[config.mk]
export PLATFORM = sky130hd
export DESIGN_NAME = setup_pdu_byte_parser
export DESIGN_NICKNAME = d
export VERILOG_FILES = /design/src/hw/rtl/spbp_pkg.sv /design/src/hw/rtl/setup_pdu_byte_parser.sv /design/src/hw/rtl/spbp_parse.sv
export SDC_FILE = /design/constraint.sdc
export NUM_CORES = 2
export LEC_CHECK = 0
export BUFFER_PORTS_ARGS = -buffer_cell sky130_fd_sc_hd__buf_2
export CORE_ASPECT_RATIO = 0.6
export CORE_MARGIN = 8
export CORE_UTILIZATION = 30
export DETAILED_ROUTE_END_ITERATION = 16
export PLACE_DENSITY = 0.52
export SLEW_MARGIN = 20
export SYNTH_ARGS = -nofsm -noshare
export SYNTH_HDL_FRONTEND = slang
export SYNTH_SLANG_ARGS = --single-unit
[constraint.sdc]
create_clock -name aclk -period 8.96 [get_ports aclk]
set_clock_uncertainty 0.2 [all_clocks]
set_input_delay 0.896 -clock aclk [delete_from_list [all_inputs] [get_ports aclk]]
set_output_delay 0.896 -clock aclk [all_outputs]
set_load 0.03 [all_outputs]
[src/hw/rtl/spbp_pkg.sv]
`default_nettype none

package spbp_pkg;

    // Header constants
    localparam logic [7:0] MAGIC_FIRST   = 8'h38;
    localparam logic [7:0] MAGIC_SECOND  = 8'h47;
    localparam logic [7:0] PROC_SETUP    = 8'h01;
    localparam logic [7:0] KIND_REQUEST  = 8'h00;
    localparam logic [7:0] KIND_RESPONSE = 8'h01;
    localparam logic [7:0] KIND_FAILURE  = 8'h02;

    // End status codes
    localparam logic [1:0] ST_OK        = 2'd0;
    localparam logic [1:0] ST_HDR_ERR   = 2'd1;
    localparam logic [1:0] ST_TRUNCATED = 2'd2;

    typedef enum logic [3:0] {
        PH_H0        = 4'd0,
        PH_H1        = 4'd1,
        PH_H2        = 4'd2,
        PH_H3        = 4'd3,
        PH_REQ_TID   = 4'd4,
        PH_REQ_UNIT  = 4'd5,
        PH_REQ_NLEN  = 4'd6,
        PH_REQ_NAME  = 4'd7,
        PH_REQ_NCELL = 4'd8,
        PH_REQ_CELL  = 4'd9,
        PH_RSP_TID   = 4'd10,
        PH_RSP_NLEN  = 4'd11,
        PH_RSP_NAME  = 4'd12,
        PH_RSP_NCELL = 4'd13,
        PH_RSP_CELL  = 4'd14,
        PH_FAIL_BODY = 4'd15
    } phase_t;

    typedef enum logic [2:0] {
        REC_REQ_HDR  = 3'd0,
        REC_NAME     = 3'd1,
        REC_SERVED   = 3'd2,
        REC_RSP_HDR  = 3'd3,
        REC_ACTIVE   = 3'd4,
        REC_FAILURE  = 3'd5,
        REC_END      = 3'd6
    } rec_kind_t;

    typedef struct packed {
        rec_kind_t   kind;
        logic [15:0] transaction_id;
        logic [63:0] node_id;
        logic [31:0] arfcn;
        logic [7:0]  scs;
        logic [15:0] pci;
        logic [15:0] tac;
        logic [7:0]  cause_type;
        logic [7:0]  cause_value;
        logic [7:0]  name_char;
        logic [1:0]  status;
        logic        last;
    } rec_t;

    // Records produced by one byte: a parse record, then an end record
    typedef struct packed {
        logic a_vld;
        rec_t a;
        logic b_vld;
        rec_t b;
    } recs_t;

endpackage

`default_nettype wire

[src/hw/rtl/setup_pdu_byte_parser.sv]
// Setup PDU byte parser.
// Input channel (s_valid/s_ready): one PDU byte per item, s_end_of_pdu on the
// last byte of the buffer. Result channel (m_valid/m_ready): one record per
// item, m_rec_kind selects which fields carry data, the others read 0.
// cfg_wr_en/cfg_wr_data set the expected PDU type; write it only while idle.
// Records of an accepted byte are registered in the queue and offered from
// there. Throughput: one byte per cycle while s_ready is high; each byte
// yields zero, one or two records (parse record and end status), and the
// result side drains one per cycle while m_ready is high.
// Records wait in a 4-entry queue; s_ready is high while at least two
// entries are free, so a stalled receiver holds off the sender after at
// most four records and nothing is dropped.
// Reset (aresetn low, synchronous): queue empty, parser at the first header
// byte, expected PDU type 0 (request).
`default_nettype none

module setup_pdu_byte_parser (
    input  wire logic        aclk,
    input  wire logic        aresetn,
    input  wire logic        cfg_wr_en,
    input  wire logic [1:0]  cfg_wr_data,
    input  wire logic        s_valid,
    output logic             s_ready,
    input  wire logic [7:0]  s_byte_value,
    input  wire logic        s_end_of_pdu,
    output logic             m_valid,
    input  wire logic        m_ready,
    output logic [2:0]       m_rec_kind,
    output logic [15:0]      m_transaction_id,
    output logic [63:0]      m_node_id,
    output logic [31:0]      m_arfcn,
    output logic [7:0]       m_scs,
    output logic [15:0]      m_pci,
    output logic [15:0]      m_tac,
    output logic [7:0]       m_cause_type,
    output logic [7:0]       m_cause_value,
    output logic [7:0]       m_name_char,
    output logic [1:0]       m_status,
    output logic             m_last
);
    import spbp_pkg::*;

    logic        take;
    logic        pop;
    recs_t       recs;
    rec_t        q_reg [4];
    logic [1:0]  wptr_reg, wptr_next;
    logic [1:0]  rptr_reg, rptr_next;
    logic [2:0]  cnt_reg, cnt_next;
    logic [1:0]  wptr_b;
    logic [1:0]  n_push;
    rec_t        head;

    assign take = s_valid & s_ready;
    assign pop  = m_valid & m_ready;

    spbp_parse u_parse (
        .aclk        (aclk),
        .aresetn     (aresetn),
        .cfg_wr_en   (cfg_wr_en),
        .cfg_wr_data (cfg_wr_data),
        .take        (take),
        .byte_value  (s_byte_value),
        .end_of_pdu  (s_end_of_pdu),
        .recs        (recs)
    );

    // Queue pointers and fill level
    always_comb begin
        n_push    = {1'b0, recs.a_vld} + {1'b0, recs.b_vld};
        wptr_b    = wptr_reg + {1'b0, recs.a_vld};
        wptr_next = wptr_reg + n_push;
        rptr_next = rptr_reg + {1'b0, pop};
        cnt_next  = cnt_reg + {1'b0, n_push} - {2'b00, pop};
    end

    always_ff @(posedge aclk) begin
        if (!aresetn) begin
            wptr_reg <= '0;
            rptr_reg <= '0;
            cnt_reg  <= '0;
        end else begin
            wptr_reg <= wptr_next;
            rptr_reg <= rptr_next;
            cnt_reg  <= cnt_next;
        end
    end

    // Record storage
    always_ff @(posedge aclk) begin
        if (recs.a_vld) q_reg[wptr_reg] <= recs.a;
        if (recs.b_vld) q_reg[wptr_b] <= recs.b;
    end

    assign s_ready = (cnt_reg <= 3'd2);
    assign m_valid = (cnt_reg != 3'd0);
    assign head    = q_reg[rptr_reg];

    assign m_rec_kind       = head.kind;
    assign m_transaction_id = head.transaction_id;
    assign m_node_id        = head.node_id;
    assign m_arfcn          = head.arfcn;
    assign m_scs            = head.scs;
    assign m_pci            = head.pci;
    assign m_tac            = head.tac;
    assign m_cause_type     = head.cause_type;
    assign m_cause_value    = head.cause_value;
    assign m_name_char      = head.name_char;
    assign m_status         = head.status;
    assign m_last           = head.last;

    // Queue never overfills
    assert property (@(posedge aclk) disable iff (!aresetn) cnt_reg <= 3'd4)
        else $error("record queue overflow");

    // Second record of a byte is always the end status
    assert property (@(posedge aclk) disable iff (!aresetn)
        recs.b_vld |-> (recs.b.kind == REC_END) && recs.b.last)
        else $error("second record is not an end status");

    // An accepted end byte leaves a record waiting
    assert property (@(posedge aclk) disable iff (!aresetn)
        (take && s_end_of_pdu) |=> m_valid)
        else $error("end byte produced no record");

endmodule

`default_nettype wire

[src/hw/rtl/spbp_parse.sv]
`default_nettype none

module spbp_parse (
    input  wire logic        aclk,
    input  wire logic        aresetn,
    input  wire logic        cfg_wr_en,
    input  wire logic [1:0]  cfg_wr_data,
    input  wire logic        take,
    input  wire logic [7:0]  byte_value,
    input  wire logic        end_of_pdu,
    output spbp_pkg::recs_t  recs
);
    import spbp_pkg::*;

    logic [1:0]  pdu_kind_reg;
    phase_t      phase_reg, phase_next;
    logic [4:0]  cnt_reg, cnt_next;
    logic [63:0] acc_reg, acc_next;
    logic [7:0]  name_left_reg, name_left_next;
    logic [7:0]  cells_left_reg, cells_left_next;
    logic [15:0] tid_reg, tid_next;
    logic [63:0] ident_reg, ident_next;
    logic [31:0] arfcn_reg, arfcn_next;
    logic [7:0]  scs_reg, scs_next;
    logic [15:0] pci_reg, pci_next;
    logic [7:0]  ctype_reg, ctype_next;
    logic        err_reg, err_next;
    logic        done_reg, done_next;

    logic [63:0] acc_shift;
    logic [4:0]  cnt_inc;
    logic [7:0]  cells_dec;
    logic [7:0]  name_dec;
    rec_t        rec_a;
    logic        rec_a_vld;
    rec_t        rec_b;

    assign acc_shift = {acc_reg[55:0], byte_value};
    assign cnt_inc   = cnt_reg + 5'd1;
    assign cells_dec = cells_left_reg - 8'd1;
    assign name_dec  = name_left_reg - 8'd1;

    // Parse step for one byte
    always_comb begin
        phase_next      = phase_reg;
        cnt_next        = cnt_reg;
        acc_next        = acc_reg;
        name_left_next  = name_left_reg;
        cells_left_next = cells_left_reg;
        tid_next        = tid_reg;
        ident_next      = ident_reg;
        arfcn_next      = arfcn_reg;
        scs_next        = scs_reg;
        pci_next        = pci_reg;
        ctype_next      = ctype_reg;
        err_next        = err_reg;
        done_next       = done_reg;
        rec_a           = '0;
        rec_a_vld       = 1'b0;
        rec_b           = '0;

        if (!err_reg && !done_reg) begin
            case (phase_reg)
                PH_H0: begin
                    if (byte_value == MAGIC_FIRST) phase_next = PH_H1;
                    else err_next = 1'b1;
                end
                PH_H1: begin
                    if (byte_value == MAGIC_SECOND) phase_next = PH_H2;
                    else err_next = 1'b1;
                end
                PH_H2: begin
                    if (byte_value == PROC_SETUP) phase_next = PH_H3;
                    else err_next = 1'b1;
                end
                PH_H3: begin
                    cnt_next = '0;
                    acc_next = '0;
                    if (byte_value != {6'd0, pdu_kind_reg}) err_next = 1'b1;
                    else if (byte_value == KIND_REQUEST) phase_next = PH_REQ_TID;
                    else if (byte_value == KIND_RESPONSE) phase_next = PH_RSP_TID;
                    else if (byte_value == KIND_FAILURE) phase_next = PH_FAIL_BODY;
                    else err_next = 1'b1;
                end
                PH_REQ_TID, PH_RSP_TID: begin
                    acc_next = acc_shift;
                    cnt_next = cnt_inc;
                    if (cnt_inc == 5'd2) begin
                        tid_next = acc_shift[15:0];
                        cnt_next = '0;
                        acc_next = '0;
                        if (phase_reg == PH_RSP_TID) begin
                            rec_a_vld            = 1'b1;
                            rec_a.kind           = REC_RSP_HDR;
                            rec_a.transaction_id = acc_shift[15:0];
                            phase_next           = PH_RSP_NLEN;
                        end else begin
                            phase_next = PH_REQ_UNIT;
                        end
                    end
                end
                PH_REQ_UNIT: begin
                    acc_next = acc_shift;
                    cnt_next = cnt_inc;
                    if (cnt_inc == 5'd8) begin
                        rec_a_vld            = 1'b1;
                        rec_a.kind           = REC_REQ_HDR;
                        rec_a.transaction_id = tid_reg;
                        rec_a.node_id        = acc_shift;
                        cnt_next             = '0;
                        acc_next             = '0;
                        phase_next           = PH_REQ_NLEN;
                    end
                end
                PH_REQ_NLEN, PH_RSP_NLEN: begin
                    name_left_next = byte_value;
                    if (phase_reg == PH_REQ_NLEN)
                        phase_next = (byte_value != 8'd0) ? PH_REQ_NAME : PH_REQ_NCELL;
                    else
                        phase_next = (byte_value != 8'd0) ? PH_RSP_NAME : PH_RSP_NCELL;
                end
                PH_REQ_NAME, PH_RSP_NAME: begin
                    rec_a_vld       = 1'b1;
                    rec_a.kind      = REC_NAME;
                    rec_a.name_char = byte_value;
                    name_left_next  = name_dec;
                    if (name_dec == 8'd0)
                        phase_next = (phase_reg == PH_REQ_NAME) ? PH_REQ_NCELL : PH_RSP_NCELL;
                end
                PH_REQ_NCELL, PH_RSP_NCELL: begin
                    cells_left_next = byte_value;
                    cnt_next        = '0;
                    acc_next        = '0;
                    if (byte_value == 8'd0) done_next = 1'b1;
                    else phase_next = (phase_reg == PH_REQ_NCELL) ? PH_REQ_CELL : PH_RSP_CELL;
                end
                PH_REQ_CELL: begin
                    acc_next = acc_shift;
                    cnt_next = cnt_inc;
                    case (cnt_inc)
                        5'd8: begin
                            ident_next = acc_shift;
                            acc_next   = '0;
                        end
                        5'd12: begin
                            arfcn_next = acc_shift[31:0];
                            acc_next   = '0;
                        end
                        5'd13: begin
                            scs_next = byte_value;
                            acc_next = '0;
                        end
                        5'd15: begin
                            pci_next = acc_shift[15:0];
                            acc_next = '0;
                        end
                        5'd17: begin
                            rec_a_vld       = 1'b1;
                            rec_a.kind      = REC_SERVED;
                            rec_a.node_id   = ident_reg;
                            rec_a.arfcn     = arfcn_reg;
                            rec_a.scs       = scs_reg;
                            rec_a.pci       = pci_reg;
                            rec_a.tac       = acc_shift[15:0];
                            cnt_next        = '0;
                            acc_next        = '0;
                            cells_left_next = cells_dec;
                            if (cells_dec == 8'd0) done_next = 1'b1;
                        end
                        default: begin
                        end
                    endcase
                end
                PH_RSP_CELL: begin
                    acc_next = acc_shift;
                    cnt_next = cnt_inc;
                    if (cnt_inc == 5'd8) begin
                        rec_a_vld       = 1'b1;
                        rec_a.kind      = REC_ACTIVE;
                        rec_a.node_id   = acc_shift;
                        cnt_next        = '0;
                        acc_next        = '0;
                        cells_left_next = cells_dec;
                        if (cells_dec == 8'd0) done_next = 1'b1;
                    end
                end
                PH_FAIL_BODY: begin
                    cnt_next = cnt_inc;
                    if (cnt_inc <= 5'd2) begin
                        tid_next = {tid_reg[7:0], byte_value};
                    end else if (cnt_inc == 5'd3) begin
                        ctype_next = byte_value;
                    end else begin
                        rec_a_vld            = 1'b1;
                        rec_a.kind           = REC_FAILURE;
                        rec_a.transaction_id = tid_reg;
                        rec_a.cause_type     = ctype_reg;
                        rec_a.cause_value    = byte_value;
                        done_next            = 1'b1;
                    end
                end
                default: begin
                    err_next = err_reg;
                end
            endcase
        end

        // End byte: status record, then back to the first header byte
        if (end_of_pdu) begin
            rec_b.kind      = REC_END;
            rec_b.status    = err_next ? ST_HDR_ERR : (done_next ? ST_OK : ST_TRUNCATED);
            rec_b.last      = 1'b1;
            phase_next      = PH_H0;
            cnt_next        = '0;
            acc_next        = '0;
            name_left_next  = '0;
            cells_left_next = '0;
            tid_next        = '0;
            ident_next      = '0;
            arfcn_next      = '0;
            scs_next        = '0;
            pci_next        = '0;
            ctype_next      = '0;
            err_next        = 1'b0;
            done_next       = 1'b0;
        end else begin
            rec_a.last = 1'b1;
        end
    end

    assign recs.a_vld = take & rec_a_vld;
    assign recs.a     = rec_a;
    assign recs.b_vld = take & end_of_pdu;
    assign recs.b     = rec_b;

    // Expected PDU type
    always_ff @(posedge aclk) begin
        if (!aresetn) begin
            pdu_kind_reg <= '0;
        end else if (cfg_wr_en) begin
            pdu_kind_reg <= cfg_wr_data;
        end
    end

    // Parse state
    always_ff @(posedge aclk) begin
        if (!aresetn) begin
            phase_reg      <= PH_H0;
            cnt_reg        <= '0;
            acc_reg        <= '0;
            name_left_reg  <= '0;
            cells_left_reg <= '0;
            tid_reg        <= '0;
            ident_reg      <= '0;
            arfcn_reg      <= '0;
            scs_reg        <= '0;
            pci_reg        <= '0;
            ctype_reg      <= '0;
            err_reg        <= 1'b0;
            done_reg       <= 1'b0;
        end else if (take) begin
            phase_reg      <= phase_next;
            cnt_reg        <= cnt_next;
            acc_reg        <= acc_next;
            name_left_reg  <= name_left_next;
            cells_left_reg <= cells_left_next;
            tid_reg        <= tid_next;
            ident_reg      <= ident_next;
            arfcn_reg      <= arfcn_next;
            scs_reg        <= scs_next;
            pci_reg        <= pci_next;
            ctype_reg      <= ctype_next;
            err_reg        <= err_next;
            done_reg       <= done_next;
        end
    end

endmodule

`default_nettype wire
# Yosys cells after proc, flatten, opt, wreduce, memory -nomap -nowiden
# Memory sizes are Yosys's and may differ from the RTL's. A register that Yosys moved wholly into a read port is not among the register bits.
# Cells that the tools add are included.
# op_classes
addsub	9
n_lt_le_gt_ge	2
eq_ne	40
mux	121
n_bitwise	4
reduce_logical	41
# ops
cell	n
$mux W64	5
$mux W56	5
$pmux W56 S4	1
$pmux W64 S3	1
$mux W179	1
$mux W16	11
$mux W136	1
$mux W32	4
$mux W8	16
$mux W80	1
$mux W72	1
$mux W4	16
$mux W19	3
$pmux W16 S3	1
$pmux W4 S9	1
$eq A4 B4 Y1 const B	8
$pmux W16 S2	1
$mux W1	30
$mux W5	5
$pmux W5 S5	1
$logic_not A8 Y1	3
$ne A3 B2 Y1 const B	8
$pmux W8 S3	1
$eq A5 B4 Y1 const B	4
other kinds (47)	88
# word_totals
register_bits	236
mem_bits_rw	728
inputBits	16
output_inout_bits	184
elab_cells	235
n_memories	1
# mem_list
memory	depth	width	read_ports	rd_ports_with_merged_regs	write_ports	line	rtl
q_reg	4	182	1	1	2	setup_pdu_byte_parser.sv:46	rec_t q_reg [4];

# Logic depth before layout (Yosys ltp)
# depth
ltp_word	10
ltp_mapped	20
mapped_depth_nobuf	16

# Cells and area by module
# From an unflattened synthesis, not the netlist that was laid out.
# unflattened
cells_unflattened	3622
area_unflattened_um2	49829.0
# modules_own_cells
mod	instances	cells_per_inst	area_each_um2	seq_area_each_um2
setup_pdu_byte_parser	1	1810	35947.0	22001.1
spbp_parse	1	1812	13882.1	4584.4

# Least setup slack after synthesis
# No wires, ideal clock.
# synth_path
path_kind	input -> register
start	input s_valid
end	register cnt_reg[2]
setup_ns	0.115
arrival_ns	3.918
required_ns	8.645
path_slack_ns	4.727
path_stages	17
n_path_buf	3
cell_sequence	nor2b_1 > and3_1 > clkbuf_1 > nand4_1 > a41oi_1 > buf_2 > buf_2 > nand2_1 > nand2_1 > inv_1 > ha_1 > inv_1 > ha_1 > fa_1 > xnor2_1 > xnor2_1 > and2_1
# synth_via
elab_chain_cells	5
word_cells_on_any_way	6
cone_classes	add/sub: 3; bitwise: 3
# synth_rtl
item	line	rtl
from (decl)	setup_pdu_byte_parser.sv:22	input wire logic s_valid,
$and A1 B1 Y1 *	setup_pdu_byte_parser.sv:54	assign take = s_valid & s_ready;
$and A1 B1 Y1, on equally long branches	spbp_parse.sv:231, spbp_parse.sv:233	
$add A1 B1 Y2 *	setup_pdu_byte_parser.sv:70	n_push = {1'b0, recs.a_vld} + {1'b0, recs.b_vld};
$add A3 B2 Y3 *	setup_pdu_byte_parser.sv:74	cnt_next = cnt_reg + {1'b0, n_push} - {2'b00, pop};
$sub A3 B1 Y3 *	setup_pdu_byte_parser.sv:74	
to (signal assigned)	setup_pdu_byte_parser.sv:85	cnt_reg <= cnt_next;
to (decl)	setup_pdu_byte_parser.sv:49	logic [2:0] cnt_reg, cnt_next;
# Mark *: on every way between the ends. The rest lies on a longest branch, timed or not.
# A chain may end at the register's enable or synchronous reset.

==> impl_metrics.json <==
{
  "status": "completed",
  "cts_buffer_depth": 3,
  "layout_setup_ws_ns": 3.244,
  "finalMaxSlewViolations": 0,
  "period_share": 0.6380,
  "synth.area.mux_share": 0.1129,
  "placed_area_mm2": 0.04522,
  "synthTopCellsByCount": "944 x dfxtp_1, 486 x nand2_1, 436 x a22o_1",
  "yosysMostFrequentCell": "dfxtp_1",
  "hold_slack_ns": 0.2475,
  "p_leak_nw": 17.73,
  "top_layer": "met4",
  "clock_latency_ns": 0.71,
  "wl_per_cell_um": 25.84,
  "pwr_density_cell_mw_per_mm2": 206.1,
  "cts.repair.resized": 0,
  "drtIter0Drc": 4314,
  "path_clk_slew_ns": 0.07,
  "synth_top_area_frac": 0.4416,
  "synth-simple-area-share": 0.1250,
  "gp_congestion": 0.9384,
  "rsz0062_at_grt": "no",
  "dp_cells": 5968,
  "synth-compound-area-share": 0.2536,
  "wl_met1_mm": 77.86,
  "async_flop_share": 0,
  "drcViolationCount": 0,
  "root_buffer": "clkbuf_16",
  "fmaxAchievable_mhz": 174.9,
  "r2r-start": "u_parse.cnt_reg[0]",
  "setup.worst_path.start": "u_parse.cnt_reg[0]",
  "cp_data_required_time_ns": 9.41,
  "worstMarginPinSlew_ns": 1.124,
  "fill_cells": 14150,
  "grt_first_pass_wirelength_mm": 234.7,
  "synth-xor-area-share": 0.003480,
  "dieWidth_um": 503.6,
  "fin_util": 0.3425,
  "cp-end-kind": "flip-flop",
  "cts_setup_buffers": 0,
  "synth_top_family_by_area": "compound AO/OA/AOI/OAI gates",
  "grt.overflow.total": 0,
  "synthCells": 4228,
  "place_hpwl_mm": 94.00,
  "synth.top_cells.by_area": "dfxtp_1 44%, mux4_2 9.6%, a22o_1 8.9%",
  "peakVddDrop_v": 0.0001733,
  "num_rows": 107,
  "grt_max_degree": 133,
  "yosysWarnings": 0,
  "synth-edff-count": 20,
  "synth_fa_ha_area_frac": 0.004561,
  "min_path_type": "flip-flop to flip-flop",
  "wl_mm": 159.0,
  "setup-violations-final": 0,
  "finalCriticalPeriod_ns": 5.716,
  "largest_reg_flops": 728,
  "synth_flop_cell": "dfxtp_1",
  "yosys.area.top_type": "dfxtp_1",
  "fin_nets": 4189,
  "drive_gt1_frac": 0.1620,
  "cp_max_fo": 58,
  "io_buffer_count": 199,
  "hold_violations": 0,
  "syn_area_mm2": 0.04279,
  "cts_sinks": 964,
  "antenna_found_initial": 9,
  "postRouteAntennaNets": 0,
  "area.growth.synth_to_final_pct": 13.49,
  "crit_type": "flip-flop to flip-flop",
  "wl_met3_mm": 11.29,
  "routed_via_density": 5.792,
  "firstDrtPassIters": 6,
  "numCtsBuffers": 95,
  "via_count": 35630,
  "relSlewSlack": 0.2439,
  "synth_seq_cells": 964,
  "die_area_mm2": 0.1554,
  "ys_seq_area_frac": 0.4557,
  "wl_met2_mm": 66.55,
  "stdcell_count": 6151,
  "synth.avg_cell_area_um2": 10.12,
  "dieHeight_um": 308.5,
  "grt_pass1_vias": 33240,
  "cts_hold_buf": 0,
  "arrival_ns": 6.17,
  "core_area_mm2": 0.1418,
  "tns_ns": 0,
  "finalInstanceArea_mm2": 0.04856,
  "critPathLaunchType": "flip-flop",
  "grt_usage": 0.1958,
  "hold_path.startpoint": "q_reg[2][58]",
  "syn_nets": 4259,
  "pre_cts_slack_ns": 3.297,
  "pin_count": 200,
  "maxCapViolations": 0,
  "cts_tree": "built",
  "cts_max_level": 3,
  "start_util": 0.3018,
  "total_power_mw": 10.01,
  "ys_types": 91
}
layout by cell type (no fill, tap or decap), types with 23 or more instances in the layout:
cell type / n
o22ai_1: 46
nand3b_1: 36
nand3_1: 44
o211ai_1: 108
a221oi_1: 57
mux4_2: 182
inv_1: 36
o21ai_0: 133
a21boi_0: 87
nor3_1: 38
a22o_1: 436
nor2b_1: 104
a21oi_1: 115
clkbuf_8: 23
nand2b_1: 27
buf_4: 67
nand2_1: 483
and3_1: 100
a221o_1: 161
mux2i_1: 72
buf_2: 197
clkbuf_16: 98
o21ai_1: 23
nor2_1: 187
a211oi_1: 81
dfxtp_1: 941
final cells by class:
| type | count | area, um2 | area share |
|---|---|---|---|
| repair buffers | 270 | 1609 | 0.03313 |
| inverters | 38 | 142.6 | 0.002937 |
| clock inverters | 36 | 480.5 | 0.009894 |
| multi-input cells | 2789 | 21570 | 0.4442 |
| clock buffers | 143 | 2851 | 0.05872 |
| well taps | 1907 | 2386 | 0.04913 |
| diodes | 4 | 10.01 | 0.0002061 |
| flip-flops and latches | 964 | 19510 | 0.4017 |
where the power goes:
part / internal [mW] / leakage [nW] / switching [mW]
sequential: 4.35 / 7.78 / 0.125
combinational: 0.407 / 8.32 / 0.812
clock: 2.47 / 1.62 / 1.85
total: 7.23 / 17.7 / 2.78
cells by family after synthesis:
family / count (synthesis)
XOR/XNOR: 17
multiplexers: 255
AND/OR/NAND/NOR: 1120
adder cells (fa/ha/maj): 15
buffers and inverters: 475
flip-flops: 964
AO/OA/AOI/OAI: 1382
layer usage:
layer | global-route usage | up-vias
met5 | 0 | -
met2 | 0.2790 | 1429
met3 | 0.03405 | 201
li1 | - | 15930
met1 | 0.3032 | 18070
met4 | 0.04741 | 0
worst max-delay path, cell delays in order (launching register included):
cell and delay (ns):
dfxtp_1 0.50, ha_1 0.43, and2_1 0.34, a21oi_2 0.19
o221a_1 0.61, nor4_4 0.39, buf_4 0.36, o41a_2 0.87
buf_4 0.82, buf_4 0.60, a22o_1 0.23
worst paths after layout:
check,endpoint,slack (ns),cells after the start
min reg2reg,q_reg[2][58],0.25,2
max reg2reg,q_reg[3][128],3.24,10
max,q_reg[3][128],3.24,10
min,q_reg[2][58],0.25,2
(Power assumes the default switching activity.)
